## src/hdl/pdde_pkg.sv

```systemverilog
package pdde_pkg;

  // Table geometry.
  localparam int PENDING_DEPTH = 16;
  localparam int MAX_RESULTS   = 16;
  localparam int IDX_W         = $clog2(PENDING_DEPTH);
  localparam int CNT_W         = $clog2(PENDING_DEPTH + 1);
  localparam int NRES_W        = $clog2(MAX_RESULTS + 1);

  // Field widths.
  localparam int HANDLE_W   = 16;
  localparam int CHANNEL_W  = 8;
  localparam int REM_W      = 17;
  localparam int THR_W      = 17;
  localparam int BASE_W     = 16;
  localparam int JITTER_W   = 15;
  localparam int CFG_IDX_W  = 2;
  localparam int CFG_DATA_W = 17;

  // Command codes.
  localparam logic CMD_SEND = 1'b0;
  localparam logic CMD_TICK = 1'b1;

  // Configuration register indexes.
  localparam logic [CFG_IDX_W-1:0] REG_DROP_THRESHOLD = 2'd0;
  localparam logic [CFG_IDX_W-1:0] REG_LATENCY_BASE   = 2'd1;
  localparam logic [CFG_IDX_W-1:0] REG_LATENCY_JITTER = 2'd2;

  // Result status codes.
  typedef enum logic [1:0] {
    ST_FORWARD  = 2'd0,
    ST_RELEASED = 2'd1,
    ST_LOST     = 2'd2,
    ST_FULL     = 2'd3
  } status_t;

  typedef struct packed {
    logic                 cmd;
    logic [HANDLE_W-1:0]  packet_handle;
    logic [CHANNEL_W-1:0] channel_num;
    logic                 reliable;
    logic [15:0]          rand_drop;
    logic [15:0]          rand_jitter;
    logic [15:0]          elapsed;
  } in_item_t;

  typedef struct packed {
    logic [HANDLE_W-1:0]  out_handle;
    logic [CHANNEL_W-1:0] out_channel;
    status_t              status;
    logic                 last;
  } out_item_t;

  // One pending table entry as stored in memory.
  typedef struct packed {
    logic [HANDLE_W-1:0]  handle;
    logic [CHANNEL_W-1:0] channel;
    logic [REM_W-1:0]     remaining;
  } entry_t;

endpackage

```

## src/hdl/pdde_ram.sv

```systemverilog
module pdde_ram #(
  parameter int WIDTH = 8,
  parameter int DEPTH = 16,
  localparam int AddrW = $clog2(DEPTH)
) (
  input  logic             clk,
  input  logic             we,
  input  logic [AddrW-1:0] waddr,
  input  logic [WIDTH-1:0] wdata,
  input  logic             re,
  input  logic [AddrW-1:0] raddr,
  output logic [WIDTH-1:0] rdata
);

  logic [WIDTH-1:0] mem_r [DEPTH];
  logic [WIDTH-1:0] rdata_r;

  // Single write port.
  always_ff @(posedge clk) begin
    if (we) begin
      mem_r[waddr] <= wdata;
    end
  end

  // Registered read; data holds until the next read.
  always_ff @(posedge clk) begin
    if (re) begin
      rdata_r <= mem_r[raddr];
    end
  end

  assign rdata = rdata_r;

endmodule

```

## src/hdl/packet_delay_drop_emulator.sv

```systemverilog
// Send: a reliable, lost or table-full packet is reported from S_SEND once the result
// slot is free, which frees the input; a queued packet goes through S_SEND (product),
// then S_INS (table write). Tick: S_WALK reads the entries through the single read port
// of the table memory, then S_FLUSH; a busy result channel stalls it. One item at a time.
// Reset (synchronous, rst_n low) clears the control and configuration registers and the
// output valid; the table memory is not cleared, since only entries below the count are read.
module packet_delay_drop_emulator (
  input  logic                                clk,
  input  logic                                rst_n,
  input  logic                                in_valid,
  output logic                                in_ready,
  input  pdde_pkg::in_item_t                  in_data,
  output logic                                out_valid,
  input  logic                                out_ready,
  output pdde_pkg::out_item_t                 out_data,
  input  logic                                cfg_wr_en,
  input  logic [pdde_pkg::CFG_IDX_W-1:0]      cfg_index,
  input  logic [pdde_pkg::CFG_DATA_W-1:0]     cfg_data
);

  typedef enum logic [4:0] {
    S_IDLE  = 5'b00001,
    S_SEND  = 5'b00010,
    S_INS   = 5'b00100,
    S_WALK  = 5'b01000,
    S_FLUSH = 5'b10000
  } state_t;

  localparam int CW = pdde_pkg::CNT_W;
  localparam int NW = pdde_pkg::NRES_W;
  localparam int IW = pdde_pkg::IDX_W;

  // Configuration registers.
  logic [pdde_pkg::THR_W-1:0]    drop_thr_r;
  logic [pdde_pkg::BASE_W-1:0]   base_r;
  logic [pdde_pkg::JITTER_W-1:0] jitter_r;

  // Control and payload registers.
  state_t                         state_r, state_nxt;
  pdde_pkg::in_item_t             item_r, item_nxt;
  logic [CW-1:0]                  cnt_r, cnt_nxt;
  logic [CW-1:0]                  rd_r, rd_nxt;
  logic [CW-1:0]                  wr_r, wr_nxt;
  logic [NW-1:0]                  n_r, n_nxt;
  logic                           ev_r, ev_nxt;
  logic                           hold_v_r, hold_v_nxt;
  logic [pdde_pkg::HANDLE_W-1:0]  hold_handle_r, hold_handle_nxt;
  logic [pdde_pkg::CHANNEL_W-1:0] hold_chan_r, hold_chan_nxt;
  logic [31:0]                    prod_r, prod_nxt;
  logic                           out_valid_r, out_valid_nxt;
  pdde_pkg::out_item_t            out_data_r, out_data_nxt;

  // Table memory ports.
  logic                ram_we;
  logic [IW-1:0]       ram_waddr;
  pdde_pkg::entry_t    ram_wdata;
  logic                ram_re;
  logic [IW-1:0]       ram_raddr;
  pdde_pkg::entry_t    ram_rdata;

  // Decision signals.
  logic                           slot_free;
  logic                           is_lost;
  logic                           is_full;
  logic                           due;
  logic                           emit_now;
  logic                           advance;
  logic                           more;
  logic                           issue;
  logic [pdde_pkg::REM_W:0]       delay_sum;
  logic [pdde_pkg::REM_W-1:0]     ins_rem;
  logic [pdde_pkg::REM_W-1:0]     kept_rem;
  logic [15:0]                    span;

  pdde_ram #(
    .WIDTH($bits(pdde_pkg::entry_t)),
    .DEPTH(pdde_pkg::PENDING_DEPTH)
  ) u_table (
    .clk   (clk),
    .we    (ram_we),
    .waddr (ram_waddr),
    .wdata (ram_wdata),
    .re    (ram_re),
    .raddr (ram_raddr),
    .rdata (ram_rdata)
  );

  // Send decisions.
  assign slot_free = !out_valid_r || out_ready;
  assign is_lost   = {1'b0, item_r.rand_drop} < drop_thr_r;
  assign is_full   = cnt_r == CW'(pdde_pkg::PENDING_DEPTH);
  assign span      = {jitter_r, 1'b1};

  // Delay of a queued packet, clamped at zero.
  assign delay_sum = (pdde_pkg::REM_W + 1)'(base_r) + (pdde_pkg::REM_W + 1)'(prod_r[31:16])
                   - (pdde_pkg::REM_W + 1)'(jitter_r);
  assign ins_rem   = delay_sum[pdde_pkg::REM_W] ? '0 : delay_sum[pdde_pkg::REM_W-1:0];

  // Evaluation of the entry whose read data is present.
  assign due      = {1'b0, item_r.elapsed} >= ram_rdata.remaining;
  assign kept_rem = due ? '0 : ram_rdata.remaining - pdde_pkg::REM_W'(item_r.elapsed);
  assign emit_now = due && (n_r < NW'(pdde_pkg::MAX_RESULTS));
  assign advance  = ev_r && !(emit_now && hold_v_r && !slot_free);
  assign more     = rd_r < cnt_r;
  assign issue    = (state_r == S_WALK) && (!ev_r || advance) && more;

  // Next-state logic.
  always_comb begin
    state_nxt       = state_r;
    item_nxt        = item_r;
    cnt_nxt         = cnt_r;
    rd_nxt          = rd_r;
    wr_nxt          = wr_r;
    n_nxt           = n_r;
    ev_nxt          = ev_r;
    hold_v_nxt      = hold_v_r;
    hold_handle_nxt = hold_handle_r;
    hold_chan_nxt   = hold_chan_r;
    prod_nxt        = prod_r;
    out_valid_nxt   = out_valid_r && !out_ready;
    out_data_nxt    = out_data_r;
    in_ready        = 1'b0;
    ram_we          = 1'b0;
    ram_waddr       = wr_r[IW-1:0];
    ram_wdata       = '{handle: ram_rdata.handle, channel: ram_rdata.channel,
                        remaining: kept_rem};
    ram_re          = 1'b0;
    ram_raddr       = rd_r[IW-1:0];

    unique case (state_r)
      S_IDLE: begin
        in_ready = 1'b1;
        if (in_valid) begin
          item_nxt = in_data;
          if (in_data.cmd == pdde_pkg::CMD_TICK) begin
            rd_nxt     = '0;
            wr_nxt     = '0;
            n_nxt      = '0;
            ev_nxt     = 1'b0;
            hold_v_nxt = 1'b0;
            state_nxt  = S_WALK;
          end else begin
            state_nxt = S_SEND;
          end
        end
      end

      // Reliable, lost or full packets report once the result slot is free; others go to the multiplier.
      S_SEND: begin
        if (item_r.reliable || is_lost || is_full) begin
          if (slot_free) begin
            out_valid_nxt           = 1'b1;
            out_data_nxt.out_handle  = item_r.packet_handle;
            out_data_nxt.out_channel = item_r.channel_num;
            out_data_nxt.last        = 1'b1;
            if (item_r.reliable) begin
              out_data_nxt.status = pdde_pkg::ST_FORWARD;
            end else if (is_lost) begin
              out_data_nxt.status = pdde_pkg::ST_LOST;
            end else begin
              out_data_nxt.status = pdde_pkg::ST_FULL;
            end
            state_nxt = S_IDLE;
          end
        end else begin
          prod_nxt  = {16'b0, span} * {16'b0, item_r.rand_jitter};
          state_nxt = S_INS;
        end
      end

      // Append the packet at the end of the table.
      S_INS: begin
        ram_we    = 1'b1;
        ram_waddr = cnt_r[IW-1:0];
        ram_wdata = '{handle: item_r.packet_handle, channel: item_r.channel_num,
                      remaining: ins_rem};
        cnt_nxt   = cnt_r + CW'(1);
        state_nxt = S_IDLE;
      end

      // Walk the table: read ahead one entry, release or compact each entry.
      S_WALK: begin
        if (advance) begin
          if (emit_now) begin
            if (hold_v_r) begin
              out_valid_nxt            = 1'b1;
              out_data_nxt.out_handle  = hold_handle_r;
              out_data_nxt.out_channel = hold_chan_r;
              out_data_nxt.status      = pdde_pkg::ST_RELEASED;
              out_data_nxt.last        = 1'b0;
            end
            hold_v_nxt      = 1'b1;
            hold_handle_nxt = ram_rdata.handle;
            hold_chan_nxt   = ram_rdata.channel;
            n_nxt           = n_r + NW'(1);
          end else begin
            ram_we = 1'b1;
            wr_nxt = wr_r + CW'(1);
          end
        end
        if (issue) begin
          ram_re = 1'b1;
          rd_nxt = rd_r + CW'(1);
          ev_nxt = 1'b1;
        end else if (advance) begin
          ev_nxt = 1'b0;
        end
        if ((!ev_r || advance) && !more) begin
          state_nxt = S_FLUSH;
        end
      end

      // Commit the new count and send the final release with its last flag.
      S_FLUSH: begin
        cnt_nxt = wr_r;
        if (hold_v_r) begin
          if (slot_free) begin
            out_valid_nxt            = 1'b1;
            out_data_nxt.out_handle  = hold_handle_r;
            out_data_nxt.out_channel = hold_chan_r;
            out_data_nxt.status      = pdde_pkg::ST_RELEASED;
            out_data_nxt.last        = 1'b1;
            hold_v_nxt               = 1'b0;
            state_nxt                = S_IDLE;
          end
        end else begin
          state_nxt = S_IDLE;
        end
      end

      default: begin
        state_nxt = S_IDLE;
      end
    endcase
  end

  // Control registers.
  always_ff @(posedge clk) begin
    if (!rst_n) begin
      state_r     <= S_IDLE;
      cnt_r       <= '0;
      rd_r        <= '0;
      wr_r        <= '0;
      n_r         <= '0;
      ev_r        <= 1'b0;
      hold_v_r    <= 1'b0;
      out_valid_r <= 1'b0;
    end else begin
      state_r     <= state_nxt;
      cnt_r       <= cnt_nxt;
      rd_r        <= rd_nxt;
      wr_r        <= wr_nxt;
      n_r         <= n_nxt;
      ev_r        <= ev_nxt;
      hold_v_r    <= hold_v_nxt;
      out_valid_r <= out_valid_nxt;
    end
  end

  // Payload registers.
  always_ff @(posedge clk) begin
    item_r        <= item_nxt;
    hold_handle_r <= hold_handle_nxt;
    hold_chan_r   <= hold_chan_nxt;
    prod_r        <= prod_nxt;
    out_data_r    <= out_data_nxt;
  end

  // Configuration writes; an unknown index is ignored.
  always_ff @(posedge clk) begin
    if (!rst_n) begin
      drop_thr_r <= '0;
      base_r     <= '0;
      jitter_r   <= '0;
    end else if (cfg_wr_en) begin
      unique case (cfg_index)
        pdde_pkg::REG_DROP_THRESHOLD: drop_thr_r <= cfg_data[pdde_pkg::THR_W-1:0];
        pdde_pkg::REG_LATENCY_BASE:   base_r     <= cfg_data[pdde_pkg::BASE_W-1:0];
        pdde_pkg::REG_LATENCY_JITTER: jitter_r   <= cfg_data[pdde_pkg::JITTER_W-1:0];
        default: begin
        end
      endcase
    end
  end

  assign out_valid = out_valid_r;
  assign out_data  = out_data_r;

endmodule

```

## config.mk

```make
export PLATFORM = sky130hd
export DESIGN_NAME = packet_delay_drop_emulator
export DESIGN_NICKNAME = d
export VERILOG_FILES = /design/src/hdl/pdde_pkg.sv /design/src/hdl/pdde_ram.sv /design/src/hdl/packet_delay_drop_emulator.sv
export SDC_FILE = /design/constraint.sdc
export NUM_CORES = 2
export LEC_CHECK = 0
export BUFFER_PORTS_ARGS = -buffer_cell sky130_fd_sc_hd__buf_2
export CAP_MARGIN = 20
export CORE_ASPECT_RATIO = 0.5
export CORE_MARGIN = 5
export CORE_UTILIZATION = 48
export CTS_CLUSTER_SIZE = 28
export DETAILED_ROUTE_END_ITERATION = 12
export GPL_TIMING_DRIVEN = 0
export HOLD_SLACK_MARGIN = 0.08
export SYNTH_ARGS = -nofsm -noshare
export SYNTH_HDL_FRONTEND = slang
export SYNTH_SLANG_ARGS = --single-unit
```

## constraint.sdc

```tcl
create_clock -name clk -period 6.9 [get_ports clk]
set_input_delay 0 -clock clk [delete_from_list [all_inputs] [get_ports clk]]
set_output_delay 0 -clock clk [all_outputs]
set_load 0.02 [all_outputs]
```

==> results.cfg <==
[place]
placedCellCount = 4247
dp_slack_ps = -255.2
hpwl_um = 72040
dpl-instance-area_sq_um = 47430
port_buffers = 125
routabilityCongestion = 0.8541

[yosys]
yosys.area.top_type_share_pct = 56.71
synthesis.nets = 3311
ys_top_cells_by_count = 837 x edfxtp_1, 336 x nand2_1, 334 x inv_1
synth_compound_area_share_pct = 3.842
ys_types = 70
syn_inst = 2845
yosys.area_share.simple_pct = 6.231
seq_area_frac_synth_pct = 60.15
synth_fa_ha_area_share_pct = 13.93
async_flop_share_pct = 0
ys_top_cells_by_area = edfxtp_1 57%, mux4_2 10%, fa_1 9.4%
synth.most_common_cell = edfxtp_1
muxShareOfSynthArea_pct = 11.07
synth_top_cell_by_area = edfxtp_1
synth_area_per_cell_sq_um = 15.58
synthXorXnorAreaFrac_pct = 0.9684
ys.flop_type = edfxtp_1
synth_edf_count = 837
yosys_warnings = 0
synth_area_sq_um = 44320
synth_seq_cells = 913
synth_top_family_by_area = adder cells

[floorplanning]
die_w_um = 439.7
boundaryPins = 127
initial_core_util_pct = 48.62
fp-row-count = 78
fp.dieArea_sq_um = 98880
die_y_um = 224.9
core_area_sq_um = 91150

[final_layout]
post-route-util_pct = 57.42
final_cell_area_sq_um = 52340
drive_gt1_share_pct = 19.09
multi_input_area_sq_um = 16150
final_cell_count_no_fill = 4615
syn2layout_area_growth_pct = 18.10
fillers = 7130
regArea_sq_um = 26670
fin_nets = 3774

[clock_network]
root_buffer = clkbuf_16
cts_tree = done
clockBufferDepth = 3
worstSkewPairLatency_ps = 680
htreeDepth = 3
cts_buffers = 82
clkTransAtPathRegs_ps = 70
numClockSinks = 913

[timing]
hold_viol = 0
relSlewSlack_pct = 24.81
setup_viol = 0
post-route-min-period_ps = 6569
rsz0062_at_grt = false
fmax_mhz = 152.2
finalCritPeriodShare_pct = 95.20
max_slew.worst_pin.slew_ps = 1128
finalSetupTns_ps = 0
finClkSkew_ps = 30.59
fin_ws_ps = 331.0
slew_viol_final = 0

[routing]
wirelength_um = 107700
drt_iter0_markers = 2072
drc = 0
ant_nets = 0
wl_per_cell_um = 23.34
vias_per_cell = 5.444
drt-pass1-iter-count = 5
num_vias = 25130

[job]
max-cap-violations = 0

[worst_setup_path]
startpoint_type = flip-flop
r2r-start = item_r[22]
crit_top_cell = fa_1
crit_arrival_ps = 6980
worstSetupPathType = flip-flop to flip-flop
crit_path_max_fanout = 10
reg2reg_to = prod_r[31]
worst_setup_path_end_kind = flip-flop
slowest_stage = fa_1
cp.required_ps = 7310
path_cells = clkbuf_2 -> and2_1 -> fa_1 -> inv_1 -> fa_1 -> inv_1 -> fa_1 -> fa_1 -> fa_1 -> inv_1 -> fa_1 -> inv_1 -> ha_1 -> a211oi_1 -> and3b_1 -> a221oi_1 -> a21boi_4 -> nand2_1 -> a211o_1 -> a31oi_2 -> a21oi_1 -> xnor2_1
slowest_delay_ps = 530
r2r_setup_slack_ps = 330
rr_worst_depth = 22

[hold_path]
min-delay-start = cfg_data[8]
min_to = jitter_r[8]
min-delay-path-class = input pin to flip-flop
hold_depth = 4

[power_and_ir_drop]
vdd_drop_max_uv = 208.4
p_leak_nw = 19.04
power.density_nw_per_um2 = 230.2

[global_route]
grt_use_total_pct = 22.09
grt_pass1_vias = 26090
overflow = 0
grt_pass1_wl_um = 162600
grt_max_degree = 44
antenna_found_initial = 0

[outcome]
status = finished clean
[power by group]
part           leakage (nW)  total [mW]  internal (mW)  switching, mW
logic                  9.52        1.17          0.482          0.693
registers              8.20        6.22           6.17         0.0593
clock network          1.32        4.65           2.53           2.11
total                  19.0        12.0           9.18           2.87
[placed cells by master (no fill, tap or decap), types with 8 or more instances in the layout]
cell type / netlist / layout
nor2_4: 0 / 17
a21boi_0: 56 / 56
clkinv_1: 0 / 17
clkbuf_16: 0 / 82
nand3_1: 10 / 10
inv_1: 334 / 334
clkinv_2: 0 / 13
o21ai_0: 23 / 22
buf_6: 2 / 9
nand2_1: 336 / 336
xnor2_1: 20 / 20
clkbuf_1: 84 / 68
xor2_1: 29 / 29
o22ai_1: 11 / 11
mux2_2: 24 / 24
and3_1: 8 / 8
ha_1: 159 / 159
buf_4: 0 / 30
a31oi_1: 10 / 9
o21a_1: 8 / 8
dfxtp_2: 0 / 12
clkbuf_2: 0 / 25
a21oi_1: 47 / 47
mux4_2: 205 / 205
nor2_1: 72 / 55
buf_1: 10 / 10
dfxtp_1: 76 / 64
edfxtp_1: 837 / 837
dlygate4sd3_1: 0 / 181
buf_16: 0 / 15
buf_12: 0 / 13
and2_1: 109 / 108
buf_2: 12 / 140
nand4_1: 9 / 9
a21o_1: 26 / 26
fa_1: 209 / 209
nor3_1: 18 / 18
[layer usage]
| metal | GRT usage, % | share of wire, % |
|---|---|---|
| met5 | 0 | 0 |
| met1 | 30.22 | 43 |
| met4 | 5.643 | 2.3 |
| met2 | 37.94 | 50 |
| met3 | 2.902 | 4.8 |
[registers in the layout, indices dropped and copies added, names as in the netlist]
signal         cells
hold_chan_r        8
drop_thr_r        17
rd_r               5
u_table.mem_r    656
n_r                5
u_table.rdata     41
jitter_r          15
out_data          27
hold_handle_r     16
out_valid          1
prod_r            16
cnt_r              5
ev_r               1
item_r            73
state_r            5
base_r            16
hold_v_r           1
wr_r               5
[worst max-delay path: cells and delay by family (launching register included)]
| family | cells | cell delay [ps] |
|---|---|---|
| flops | 1 | 510 |
| buf+inv | 5 | 490 |
| simple gates | 3 | 600 |
| compound gates | 6 | 1310 |
| xor+xnor | 1 | 130 |
| fa+ha+maj | 7 | 3260 |
[through the flow]
| stage | power, mW | hold slack [ps] |
|---|---|---|
| 4_1_cts | 12.11 | 142.1 |
| 5_1_grt | 12.52 | 168.0 |
| 3_3_place_gp | 7.373 | 176.3 |
| 3_5_place_dp | 7.411 | 178.1 |
| 6_report | 12.05 | 173.7 |
| 2_1_floorplan | 7.029 | 98.87 |
[layout make-up]
| class | count | share of cell area [%] |
|---|---|---|
| Tap cell | 1240 | 2.964 |
| Buffer | 108 | 0.9108 |
| Inverter | 334 | 2.395 |
| Clock buffer | 99 | 4.119 |
| Clock inverter | 51 | 1.069 |
| Sequential cell | 913 | 50.96 |
| Timing Repair Buffer | 379 | 6.734 |
| Multi-Input combinational cell | 1490 | 30.85 |
| Antenna cell | 1 | 0.004781 |
[worst max path at each step]
stage,startpoint,endpoint,slack [ps],depth (start not counted)
after floorplan,jitter_r[11],prod_r[31],960,21
after global placement,u_table.rdata[2],u_table.mem_r[14][35],-210,10
after detailed placement,jitter_r[10],prod_r[31],-260,21
after CTS,item_r[30],prod_r[31],6,20
after global routing,item_r[22],prod_r[31],60,22
final,item_r[22],prod_r[31],330,22
[timing repair]
action,4_1_cts,5_1_grt
setup buffers,0,21
hold buffers,181,0
endpoints found under the setup margin,5,5
resized for setup,20,41
hold endpoints to repair,165,0
[cell families (layout without fill, tap and decap cells)]
family,after synthesis,count (layout)
adder cells (fa/ha/maj),368,368
AO/OA/AOI/OAI,238,238
flip-flops,913,913
multiplexers,231,231
other,0,1
buffers and inverters,442,971
AND/OR/NAND/NOR,604,604
XOR/XNOR,49,49
(Power assumes the default switching activity.)
